`src/sv/ltn_pkg.sv`:
```
`timescale 1ns / 1ps
// ----------------------------------------------------------------------------
// ltn_pkg
// shared constants and control types for the level-order tree navigator
// ----------------------------------------------------------------------------
package ltn_pkg;

   localparam int MAX_NODES   = 256;
   localparam int LABEL_BITS  = 16;
   localparam int SEQ_DEPTH   = 2 * MAX_NODES + 1;
   localparam int IDX_W       = $clog2(SEQ_DEPTH);
   localparam int POS_W       = 10;
   localparam int NODE_W      = 9;
   localparam int LABEL_W     = 16;
   localparam int DEG_W       = 9;
   localparam int CSR_ADDR_W  = 3;
   localparam int CSR_DATA_W  = 32;

   localparam logic REQ_WRITE      = 1'b0;
   localparam logic REQ_QUERY      = 1'b1;
   localparam logic CSR_NODE_COUNT = 1'b0;

   typedef struct packed {
      logic capture;
      logic mem_write;
      logic rd_x;
      logic chk_x;
      logic scan1_start;
      logic scan2_start;
      logic scan_run;
      logic scan2;
      logic emit_write;
      logic emit_query;
      logic emit_error;
   } ltn_cmd_type;

   typedef struct packed {
      logic x_bad;
      logic scan_done;
      logic out_free;
   } ltn_sts_type;

endpackage

```
`src/sv/ltn_ctrl.sv`:
```
`timescale 1ns / 1ps
// ----------------------------------------------------------------------------
// ltn_ctrl
// sequencer: write, position check, rank scan, select scan, result hand-off
// ----------------------------------------------------------------------------
module ltn_ctrl import ltn_pkg::*; (
   input  logic        clock,
   input  logic        reset,
   input  logic        req_valid,
   input  logic        req_type,
   output logic        req_ready,
   input  ltn_sts_type sts,
   output ltn_cmd_type cmd
);

   localparam logic [2:0] ST_IDLE  = 3'd0;
   localparam logic [2:0] ST_WRITE = 3'd1;
   localparam logic [2:0] ST_QRD   = 3'd2;
   localparam logic [2:0] ST_QCHK  = 3'd3;
   localparam logic [2:0] ST_SCAN1 = 3'd4;
   localparam logic [2:0] ST_SCAN2 = 3'd5;
   localparam logic [2:0] ST_DONE  = 3'd6;
   localparam logic [2:0] ST_ERR   = 3'd7;

   logic [2:0] state_ff;
   logic [2:0] state_in;

   always_ff @(posedge clock) begin
      if (reset) begin
         state_ff <= ST_IDLE;
      end else begin
         state_ff <= state_in;
      end
   end

   always_comb begin
      state_in  = state_ff;
      cmd       = '0;
      req_ready = 1'b0;
      case (state_ff)
         ST_IDLE: begin
            req_ready = 1'b1;
            if (req_valid) begin
               cmd.capture = 1'b1;
               state_in    = (req_type == REQ_QUERY) ? ST_QRD : ST_WRITE;
            end
         end
         ST_WRITE: begin
            cmd.mem_write = 1'b1;
            if (sts.out_free) begin
               cmd.emit_write = 1'b1;
               state_in       = ST_IDLE;
            end
         end
         ST_QRD: begin
            cmd.rd_x = 1'b1;
            state_in = ST_QCHK;
         end
         ST_QCHK: begin
            cmd.chk_x = 1'b1;
            if (sts.x_bad) begin
               state_in = ST_ERR;
            end else begin
               cmd.scan1_start = 1'b1;
               state_in        = ST_SCAN1;
            end
         end
         ST_SCAN1: begin
            if (sts.scan_done) begin
               cmd.scan2_start = 1'b1;
               state_in        = ST_SCAN2;
            end else begin
               cmd.scan_run = 1'b1;
            end
         end
         ST_SCAN2: begin
            if (sts.scan_done) begin
               state_in = ST_DONE;
            end else begin
               cmd.scan_run = 1'b1;
               cmd.scan2    = 1'b1;
            end
         end
         ST_DONE: begin
            if (sts.out_free) begin
               cmd.emit_query = 1'b1;
               state_in       = ST_IDLE;
            end
         end
         ST_ERR: begin
            if (sts.out_free) begin
               cmd.emit_error = 1'b1;
               state_in       = ST_IDLE;
            end
         end
         default: begin
            state_in = ST_IDLE;
         end
      endcase
   end

endmodule

```
`config.mk`:
```
export PLATFORM = sky130hd
export DESIGN_NAME = ltn_ctrl
export DESIGN_NICKNAME = d
export VERILOG_FILES = /design/src/sv/ltn_pkg.sv /design/src/sv/ltn_ctrl.sv
export SDC_FILE = /design/constraint.sdc
export NUM_CORES = 1
export LEC_CHECK = 0
export BUFFER_PORTS_ARGS = -buffer_cell sky130_fd_sc_hd__buf_2
export CORE_AREA = 2 2 39 41
export DETAILED_ROUTE_END_ITERATION = 6
export DIE_AREA = 0 0 41 43
export GPL_TIMING_DRIVEN = 0
export HOLD_SLACK_MARGIN = 0.12
export MAX_ROUTING_LAYER = met4
export PLACE_DENSITY = 0.53
export SETUP_SLACK_MARGIN = 0.5
export SYNTH_ARGS = -nofsm -noshare
export SYNTH_HDL_FRONTEND = slang
export SYNTH_SLANG_ARGS = --single-unit
```
`constraint.sdc`:
```
create_clock -name clock -period 1.1 [get_ports clock]
set_input_delay 0.22 -clock clock [delete_from_list [all_inputs] [get_ports clock]]
set_output_delay 0.22 -clock clock [all_outputs]
set_load 0.005 [all_outputs]
```
After elaboration in Yosys (flattened, before gate mapping)
Cells that the tools add are included.
- input port bits: 7
- ROM bits: 0
- bits in latches: 0
- memories: 0
- register bits: 3
- bits in writable memories: 0
- output and inout bits: 12
- word-level logic and storage cells: 39
- eq/ne operators: 11
- magnitude comparators: 0
- bitwise logic cells: 0
- mux-type cells: 24
- reduce and logical (&&, ||, !) cells: 3
- shift-type cells: 0
- add/sub/neg operators: 0
- multipliers: 0
- div/mod/pow operators: 0
- operators with widths (operator ; count):
    $pmux W3 S6 ; 1
    $mux W1 ; 14
    $eq A3 B3 Y1 const B ; 4
    $mux W3 ; 4
    $mux W2 ; 4
    $eq A3 B2 Y1 const B ; 2
    $ne A2 B2 Y1 const B ; 3
    $reduce_and A4 Y1 ; 1
    $eq A3 B1 Y1 const B ; 1
    $logic_not A3 Y1 ; 1
    $reduce_or A3 Y1 ; 1
    $ne A2 B1 Y1 const B ; 1
    $pmux W1 S2 ; 1

Logic depth before layout (Yosys ltp)
Gate-level depths: netlist of run 1.
- depth in word-level cells: 4
- mapped depth: 5
- depth with buffers taken out: 4

Worst setup path before layout of run 1
No wires, ideal clock.
- kind: register to output
- start: reg state_ff[2]
- end: out cmd[3] in the netlist's numbering
- cell stages (with the launch flop): 5
- slack: -2 ps
- buffers on the path: 1
- data required time: 880 ps
- arrival time: 882 ps
- cells stage by stage: dfxtp_1 buf_6 inv_2 nor3_2 and2_1
- RTL lines (element ; line ; source):
    from (decl) ; ltn_ctrl.sv:25 ; logic [2:0] state_ff;
    from (signal assigned) ; ltn_ctrl.sv:32 ; state_ff <= state_in;
    to (decl) ; ltn_ctrl.sv:13 ; output ltn_cmd_type cmd

==> impl_metrics.yaml, run 1 <==
worst_setup_path:
  cp.arrival_ns: 1.12
  crit_path_start_kind: "flip-flop"
  critPathMaxFanout: 8
  critical_path.endpoint_type: "output pin"
  criticalPathCategory: "reg2out"
  reg2regPathDepth: 7
  rr_endpoint: "state_ff[1]"
  required_ns: 0.88
  r2r_slack_ns: -0.15
  worstReg2RegStart: "state_ff[1]"
timing:
  hold_viol_final: 0
  rsz0062_at_grt: "true"
  finalCritPeriodShare_pct: 121
  tightest_slew_ns: 0.217
  fin_worst_skew_ns: 0.00230
  layout_setup_ws_ns: -0.235
  max_slew_margin_pct: 85.5
  max_freq_mhz: 749
  setup_viol_count_final: 14
  period_minus_slack_ns: 1.34
  fin_setup_tns_ns: -2.38
  hold-worst-slack_ns: 0.176
  slew_viol_final: 0
global_routing:
  grt_pass1_vias: 349
  grt_first_pass_wirelength_mm: 1.37
  grt-ovfl-total: 0
  grt_max_degree: 9
  grt_usage_pct: 12.1
  antenna_found_initial: 0
placed_design:
  dp_slack_ns: -0.0290
  placed_cells: 75
  portBuffers: 18
  dp_hpwl_um: 621
  gp_congestion: 0.750
cts:
  clk_latency_ns: 0.23
  clkSinkCount: 3
  cts_tree: "built"
  htree_levels: 1
  cts-buffers-inserted: 3
  clockBufferDepth: 2
  hold_buffers: 0
  clockRootBuffer: "clkbuf_4"
  clk_pin_slew_worst_paths_ns: 0.04
power_and_ir_drop:
  peakVddDrop_uv: 413
  p_switching_mw: 0.291
  p_sw_share_pct: 34.9
  p_per_area_nw_per_um2: 1280
  p_int_mw: 0.541
  leakage_nw: 0.328
  p_seq_share_pct: 18.5
  combPwrFrac_pct: 57.7
  power_mw: 0.832
  p_clk_share_pct: 23.8
die:
  core-area_um2: 1380
  rows: 14
  ioPinCount: 19
  die_area_um2: 1760
  initial_core_util_pct: 22.9
  chipWidth_um: 41
  die_h_um: 43
route:
  drtIter0Drc: 3
  vias_per_cell: 4.58
  ant_nets: 0
  drt-pass1-iter-count: 4
  drc_errors: 0
  wl_per_cell_um: 11.0
  vias: 426
  wl_mm: 1.02
synth:
  synth_top_area_cell: "dfxtp_1"
  netlist.area_leader.share_pct: 19.0
  syn_area_per_cell_um2: 7.72
  syn_area_um2: 317
  synth_edf_count: 0
  ys_warn_count: 0
  synth.yosys.seq_area_share_pct: 19.0
  synth_flop_cell: "dfxtp_1"
  synth_area_leaders: "dfxtp_1 19%, buf_6 7.1%, nor3_1 6.3%"
  synthCells: 41
  async_flop_share_pct: 0
  ys_ff_latch: 3
  syn_nets: 48
  synthTopCellsByCount: "4 x nand2_1, 4 x nor3_1, 3 x a21oi_1, 3 x dfxtp_1, 3 x nor2_1"
  synth_cell_type_count: 24
cells_and_area:
  nets: 85
  final_layout_size_suffix_gt1_share_pct: 74.0
  synthToLayoutAreaGrowth_pct: 106
  top_regs: "state_ff: 3 flops"
  post_layout_nonfiller_instances: 93
  largest_register_ffs: 3
  regMostFlops: "state_ff"
  antenna_cells: 0
hold_path:
  min_path_cells: 2
  min_path_type: "in2reg"
  hold_path.startpoint: "reset"
  holdPathEnd: "state_ff[2]"
run_status:
  outcome: "finished with violations"
  violations: "setup timing"
job:
  drv_cap: 0
final cells by class:
type | instances | area, um^2
Buffer | 3 | 37.5
Clock buffer | 4 | 26.3
Tap cell | 16 | 20.0
Inverter | 3 | 18.8
Sequential cell | 3 | 66.3
Multi-Input combinational cell | 32 | 273
Fill cell | 150 | 732
Timing Repair Buffer | 32 | 210
worst max path at each step:
stage	from	end	slack, ns	depth (start not counted)
final	state_ff[1]	cmd[3]	-0.24	4
after global routing	state_ff[1]	cmd[3]	-0.31	4
after CTS	state_ff[2]	cmd[3]	-0.25	5
after detailed placement	state_ff[1]	cmd[3]	-0.03	4
after global placement	state_ff[1]	cmd[3]	-0.03	4
after floorplan	state_ff[1]	cmd[3]	0.06	3
power groups by stage:
stage          sequential [mW]  clock (mW)  combinational [mW]
2_1_floorplan            0.148           0               0.252
3_3_place_gp             0.155           0               0.339
3_5_place_dp             0.154           0               0.341
4_1_cts                  0.155       0.203               0.421
5_1_grt                  0.156       0.219               0.518
6_report                 0.154       0.198               0.480
placed cells by master (no fill, tap or decap), types with 2 or more instances in the layout:
master / count
buf_2: 18
buf_4: 10
buf_6: 6
nor3_2: 4
nor2_1: 3
nand2_1: 3
a21oi_1: 3
clkbuf_4: 3
nor3b_2: 2
inv_1: 2
and2_1: 2
nand2b_1: 2
dfxtp_2: 2
repair_timing:
item | CTS | global route
pin swaps | 4 | 9
buffers inserted | 8 | 6
endpoints found under the setup margin | 15 | 15
resized for setup | 11 | 3
critical path: stages (launching register included):
cell     delay [ns]
dfxtp_2        0.32
buf_6          0.14
nor3_4         0.19
and2_1         0.13
buf_2          0.10
stage by stage:
step	util, %	instance area, um^2
after floorplan	-	357
after global placement	33.7	467
after detailed placement	33.7	467
after CTS	43.0	596
after global routing	47.1	652
final	47.1	652
cells by family after synthesis:
group	Yosys count	synth area share (%)
compound gates	6	14.2
buf+inv	6	13.0
flops	3	19.0
mux	1	3.16
simple gates	25	50.6
metal layers:
metal / track usage [%] / up-vias / part of all wire (%)
li1: - / 216 / -
met1: 11.5 / 194 / 40
met2: 20.0 / 16 / 55
met3: 4.71 / 0 / 5.7
met4: 6.00 / 0 / 0
met5: - / - / 0
(Power assumes the default switching activity.)
==> run 2: changes to the inputs <==
--- a/config.mk
+++ b/config.mk
@@ -6,13 +6,15 @@
 export NUM_CORES = 1
 export LEC_CHECK = 0
 export BUFFER_PORTS_ARGS = -buffer_cell sky130_fd_sc_hd__buf_2
+export CELL_PAD_IN_SITES_DETAIL_PLACEMENT = 0
+export CELL_PAD_IN_SITES_GLOBAL_PLACEMENT = 1
 export CORE_AREA = 2 2 39 41
 export DETAILED_ROUTE_END_ITERATION = 6
 export DIE_AREA = 0 0 41 43
 export GPL_TIMING_DRIVEN = 0
 export HOLD_SLACK_MARGIN = 0.12
 export MAX_ROUTING_LAYER = met4
-export PLACE_DENSITY = 0.53
+export PLACE_DENSITY = 0.71
 export SETUP_SLACK_MARGIN = 0.5
 export SYNTH_ARGS = -nofsm -noshare
 export SYNTH_HDL_FRONTEND = slang
==> run 2 against run 1 <==
The flow still finishes with violations (setup timing). Hold slack improved by 0.017 ns. Register-to-register slack worse by 0.10 ns. Via count increased by 0.47%. Clock-buffer cell count did not move. Final cell count is 3.2% higher. Clock power increased by 2%. Critical path type unchanged. Critical endpoint unchanged. Largest power group unchanged.
==> impl_metrics.yaml, run 2 (same netlist as run 1, synthesis figures left out) <==
global_routing:
  grt-ovfl-total: 0
  grt_usage_pct: 13.6
  grt_first_pass_wirelength_mm: 1.59
  grt_max_degree: 9
  grt_pass1_vias: 382
  antenna_found_initial: 0
worst_setup_path:
  worstReg2RegStart: "state_ff[1]"
  crit_path_start_kind: "flip-flop"
  cp.arrival_ns: 1.14
  crit_chain: "buf_6, nor3_4, and2_1, buf_2"
  cpPeakStageDelay_ns: 0.34
  critPathMaxFanout: 4
  criticalPathCategory: "reg2out"
  critPathBufInv: 2
  crit_family: "flip-flops"
  critical_path.endpoint_type: "output pin"
  required_ns: 0.88
  startpoint: "state_ff[1]"
  crit_slowest_cell: "dfxtp_4"
  r2r_slack_ns: -0.25
route:
  drt-pass1-iter-count: 4
  wl_per_cell_um: 11.6
  drc_errors: 0
  vias_per_cell: 4.46
  vias: 428
  ant_nets: 0
  wl_mm: 1.11
  drtIter0Drc: 5
timing:
  layout_setup_ws_ns: -0.260
  max_freq_mhz: 735
  max_slew_margin_pct: 85.7
  setup_viol_count_final: 15
  rsz0062_at_grt: "true"
  tightest_slew_ns: 0.214
  hold_viol_final: 0
  finalCritPeriodShare_pct: 124
  fin_worst_skew_ns: 0.00690
  slew_viol_final: 0
  fin_setup_tns_ns: -2.99
  period_minus_slack_ns: 1.36
cells_and_area:
  top_regs: "state_ff: 3 flops"
  mostFrequentLayoutCells: "17 x buf_2, 11 x buf_4, 8 x buf_6"
  fillCellCount: 134
  largest_register_ffs: 3
  synthToLayoutAreaGrowth_pct: 128
  final_layout_size_suffix_gt1_share_pct: 78.8
  final_common_cell: "buf_2"
  regMostFlops: "state_ff"
  multi_input_area_um2: 295
  nets: 88
  antenna_cells: 0
  regArea_um2: 68.8
  post_layout_nonfiller_instances: 96
placed_design:
  dp_hpwl_um: 654
  portBuffers: 18
  gp_congestion: 0.771
  placed_cells: 75
cts:
  cts-buffers-inserted: 3
  htree_levels: 1
  cts_tree: "built"
  clockRootBuffer: "clkbuf_4"
  clockBufferDepth: 2
  clk_latency_ns: 0.24
  clk_pin_slew_worst_paths_ns: 0.04
  clkSinkCount: 3
power_and_ir_drop:
  leakage_nw: 0.348
  p_per_area_nw_per_um2: 1310
  peakVddDrop_uv: 465
hold_path:
  hold_path.startpoint: "reset"
  min_path_type: "in2reg"
die:
  ioPinCount: 19
  die_area_um2: 1760
  die_h_um: 43
  rows: 14
  initial_core_util_pct: 22.9
  core-area_um2: 1380
  chipWidth_um: 41
job:
  drv_cap: 0
run_status:
  violations: "setup timing"
  outcome: "finished with violations"
run 2: layout make-up:
class | count | share of cell area, %
clock buffers | 4 | 3.64
well taps | 16 | 2.77
inverters | 3 | 2.60
multi-input cells | 32 | 40.9
plain buffers | 3 | 5.20
flip-flops and latches | 3 | 9.53
repair buffers | 35 | 35.4
run 2: final timing paths:
kind                  to  depth (start not counted)
max               cmd[3]                          4
min          state_ff[2]                          2
max reg2reg  state_ff[1]                          7
min reg2reg  state_ff[1]                          3
run 2: metal layers:
| metal | track usage (%) | vias up | share of wire (%) |
|---|---|---|---|
| met5 | - | - | 0 |
| met4 | 8.00 | 0 | 0 |
| met3 | 1.57 | 0 | 2.6 |
| met2 | 23.1 | 11 | 56 |
| met1 | 13.8 | 197 | 41 |
| li1 | - | 220 | - |
run 2: per-stage QoR:
stage	power, mW	cell area, um^2	hold slack, ns	setup slack (ns)	util (%)
6_report	0.943	722	0.193	-0.260	52.2
4_1_cts	0.846	641	0.171	-0.264	46.3
3_5_place_dp	0.498	467	0.424	-0.0289	33.7
5_1_grt	1.01	722	0.179	-0.332	52.2
2_1_floorplan	0.400	357	0.282	0.0637	-
3_3_place_gp	0.495	467	0.423	-0.0281	33.7
run 2: report_power, final:
| group | internal, mW | total (mW) | switching, mW | leakage (nW) |
|---|---|---|---|---|
| Clock | 0.137 | 0.202 | 0.0654 | 0.0150 |
| Combinational | 0.344 | 0.585 | 0.241 | 0.307 |
| Sequential | 0.134 | 0.156 | 0.0217 | 0.0264 |
run 2: repair_timing:
item | in CTS | in global routing
setup buffers | 11 | 5
pin swaps | 6 | 8
gates cloned | 1 | 0
hold buffers | 0 | 0
gates resized for setup | 13 | 10
setup endpoints to repair | 15 | 15
run 2: worst register-to-register path, stage by stage, from the launching register on:
cell and delay, ns:
dfxtp_4 0.34, buf_4 0.13, buf_6 0.12, buf_6 0.11, nand2_4 0.05, nand2_2 0.05, o22a_1 0.21, nor4_2 0.24
==> run 3: changes to the inputs <==
--- a/config.mk
+++ b/config.mk
@@ -8,14 +8,15 @@
 export BUFFER_PORTS_ARGS = -buffer_cell sky130_fd_sc_hd__buf_2
 export CELL_PAD_IN_SITES_DETAIL_PLACEMENT = 0
 export CELL_PAD_IN_SITES_GLOBAL_PLACEMENT = 1
-export CORE_AREA = 2 2 39 41
+export CORE_AREA = 4 4 41 43
 export DETAILED_ROUTE_END_ITERATION = 6
-export DIE_AREA = 0 0 41 43
+export DIE_AREA = 0 0 45 47
 export GPL_TIMING_DRIVEN = 0
 export HOLD_SLACK_MARGIN = 0.12
 export MAX_ROUTING_LAYER = met4
 export PLACE_DENSITY = 0.71
-export SETUP_SLACK_MARGIN = 0.5
+export SETUP_SLACK_MARGIN = 0.2
+export SKIP_CTS_REPAIR_TIMING = 1
 export SYNTH_ARGS = -nofsm -noshare
 export SYNTH_HDL_FRONTEND = slang
 export SYNTH_SLANG_ARGS = --single-unit
==> run 3 against run 2 <==
The run still ends with setup timing left. Sequential power up 4%. Sequential share of layout area rose by 1.8 points. Combinational power shrank 25%. Hold slack got worse by 0.010 ns. Critical path type unchanged. Critical endpoint unchanged.
==> impl_metrics.yaml, run 3 (same netlist as run 1, synthesis figures left out) <==
run_status:
  outcome: "finished with violations"
  violations: "setup timing"
timing:
  fin_setup_tns_ns: -2.32
  setup_viol_count_final: 13
  max_freq_mhz: 731
  fin_worst_skew_ns: 0.00165
  hold_viol_final: 0
  max_slew_margin_pct: 84.8
  finalCritPeriodShare_pct: 124
  tightest_slew_ns: 0.228
  period_minus_slack_ns: 1.37
  layout_setup_ws_ns: -0.269
  slew_viol_final: 0
  hold-worst-slack_ns: 0.183
  rsz0062_at_grt: "true"
global_routing:
  grt_max_degree: 11
  grt-ovfl-total: 0
  grt_pass1_vias: 344
  grt_first_pass_wirelength_mm: 1.44
  antenna_found_initial: 0
  grt_usage_pct: 9.86
worst_setup_path:
  critical_path.endpoint_type: "output pin"
  criticalPathCategory: "reg2out"
  critPathMaxFanout: 7
  required_ns: 0.88
  cp.arrival_ns: 1.15
  crit_path_start_kind: "flip-flop"
  r2r_slack_ns: -0.13
  worstReg2RegStart: "state_ff[2]"
  startpoint: "state_ff[2]"
route:
  wl_mm: 1.03
  drtIter0Drc: 1
  drt-pass1-iter-count: 3
  wl_per_cell_um: 12.3
  vias_per_cell: 4.58
  vias: 385
  ant_nets: 0
  drc_errors: 0
die:
  rows: 13
  chipWidth_um: 45
  die_h_um: 47
  die_area_um2: 2120
  core-area_um2: 1300
  initial_core_util_pct: 24.3
  ioPinCount: 19
cts:
  cts_tree: "built"
  htree_levels: 1
  clockRootBuffer: "clkbuf_4"
  clkSinkCount: 3
  clk_latency_ns: 0.23
  clockBufferDepth: 2
  clk_pin_slew_worst_paths_ns: 0.03
  cts-buffers-inserted: 3
power_and_ir_drop:
  p_seq_share_pct: 20.7
  leakage_nw: 0.295
  combPwrFrac_pct: 55.8
  peakVddDrop_uv: 542
  p_int_mw: 0.516
  p_clk_share_pct: 23.5
  p_per_area_nw_per_um2: 1290
  p_sw_share_pct: 34.4
  p_switching_mw: 0.270
cells_and_area:
  nets: 77
  top_regs: "state_ff: 3 flops"
  multi_input_area_um2: 284
  fillCellCount: 145
  final_layout_size_suffix_gt1_share_pct: 73.9
  antenna_cells: 0
  mostFrequentLayoutCells: "18 x buf_2, 5 x buf_4, 4 x nor3_2"
  regMostFlops: "state_ff"
  final_common_cell: "buf_2"
  synthToLayoutAreaGrowth_pct: 92.1
  largest_register_ffs: 3
  regArea_um2: 68.8
hold_path:
  hold_path.startpoint: "reset"
  min_path_type: "in2reg"
placed_design:
  dp_slack_ns: -0.0497
  dp_hpwl_um: 673
  portBuffers: 18
  gp_congestion: 0.749
job:
  drv_cap: 0
-- run 3: cell count changes in the layout (fill, tap and decap cells not counted), sizes merged --
cell / delta
buf: -12
clkbuf: +1
-- run 3: metal layers --
metal	vias up	share of wire (%)	global-route usage (%)
li1	197	-	-
met1	175	43	12.2
met2	13	50	15.5
met3	0	5.9	1.15
met4	0	0	5.26
met5	-	0	-
-- run 3: power by group through the flow --
| stage | clock network (mW) | registers [mW] | logic (mW) |
|---|---|---|---|
| detailed placement | 0 | 0.153 | 0.331 |
| global route | 0.214 | 0.166 | 0.479 |
| CTS | 0.192 | 0.151 | 0.338 |
| global placement | 0 | 0.152 | 0.331 |
| finish | 0.185 | 0.163 | 0.439 |
| floorplan | 0 | 0.146 | 0.243 |
-- run 3: path summary, 6_finish.rpt --
kind,cells past startpoint,to
min reg2reg,3,state_ff[2]
min,2,state_ff[2]
max reg2reg,6,state_ff[0]
max,5,cmd[3]
-- run 3: per-stage QoR --
step | std cells | instance area, um^2 | util, % | power [mW]
floorplan | 41 | 347 | - | 0.389
global placement | 74 | 455 | 35.0 | 0.484
detailed placement | 74 | 455 | 35.0 | 0.483
CTS | 78 | 482 | 37.0 | 0.681
global route | 84 | 608 | 46.7 | 0.860
finish | 84 | 608 | 46.7 | 0.787
-- run 3: cell type report --
type                            instances  share of cell area, %
Multi-Input combinational cell         32                   46.7
Timing Repair Buffer                   24                   25.1
Sequential cell                         3                   11.3
Buffer                                  3                   6.79
Clock buffer                            4                   4.32
Tap cell                               15                   3.09
Inverter                                3                   2.67
-- run 3: critical path: stages (launching register included) --
cell and delay (ns):
dfxtp_2 0.31, buf_6 0.13, inv_6 0.05, nor3_4 0.19, and2_1 0.14, buf_2 0.10
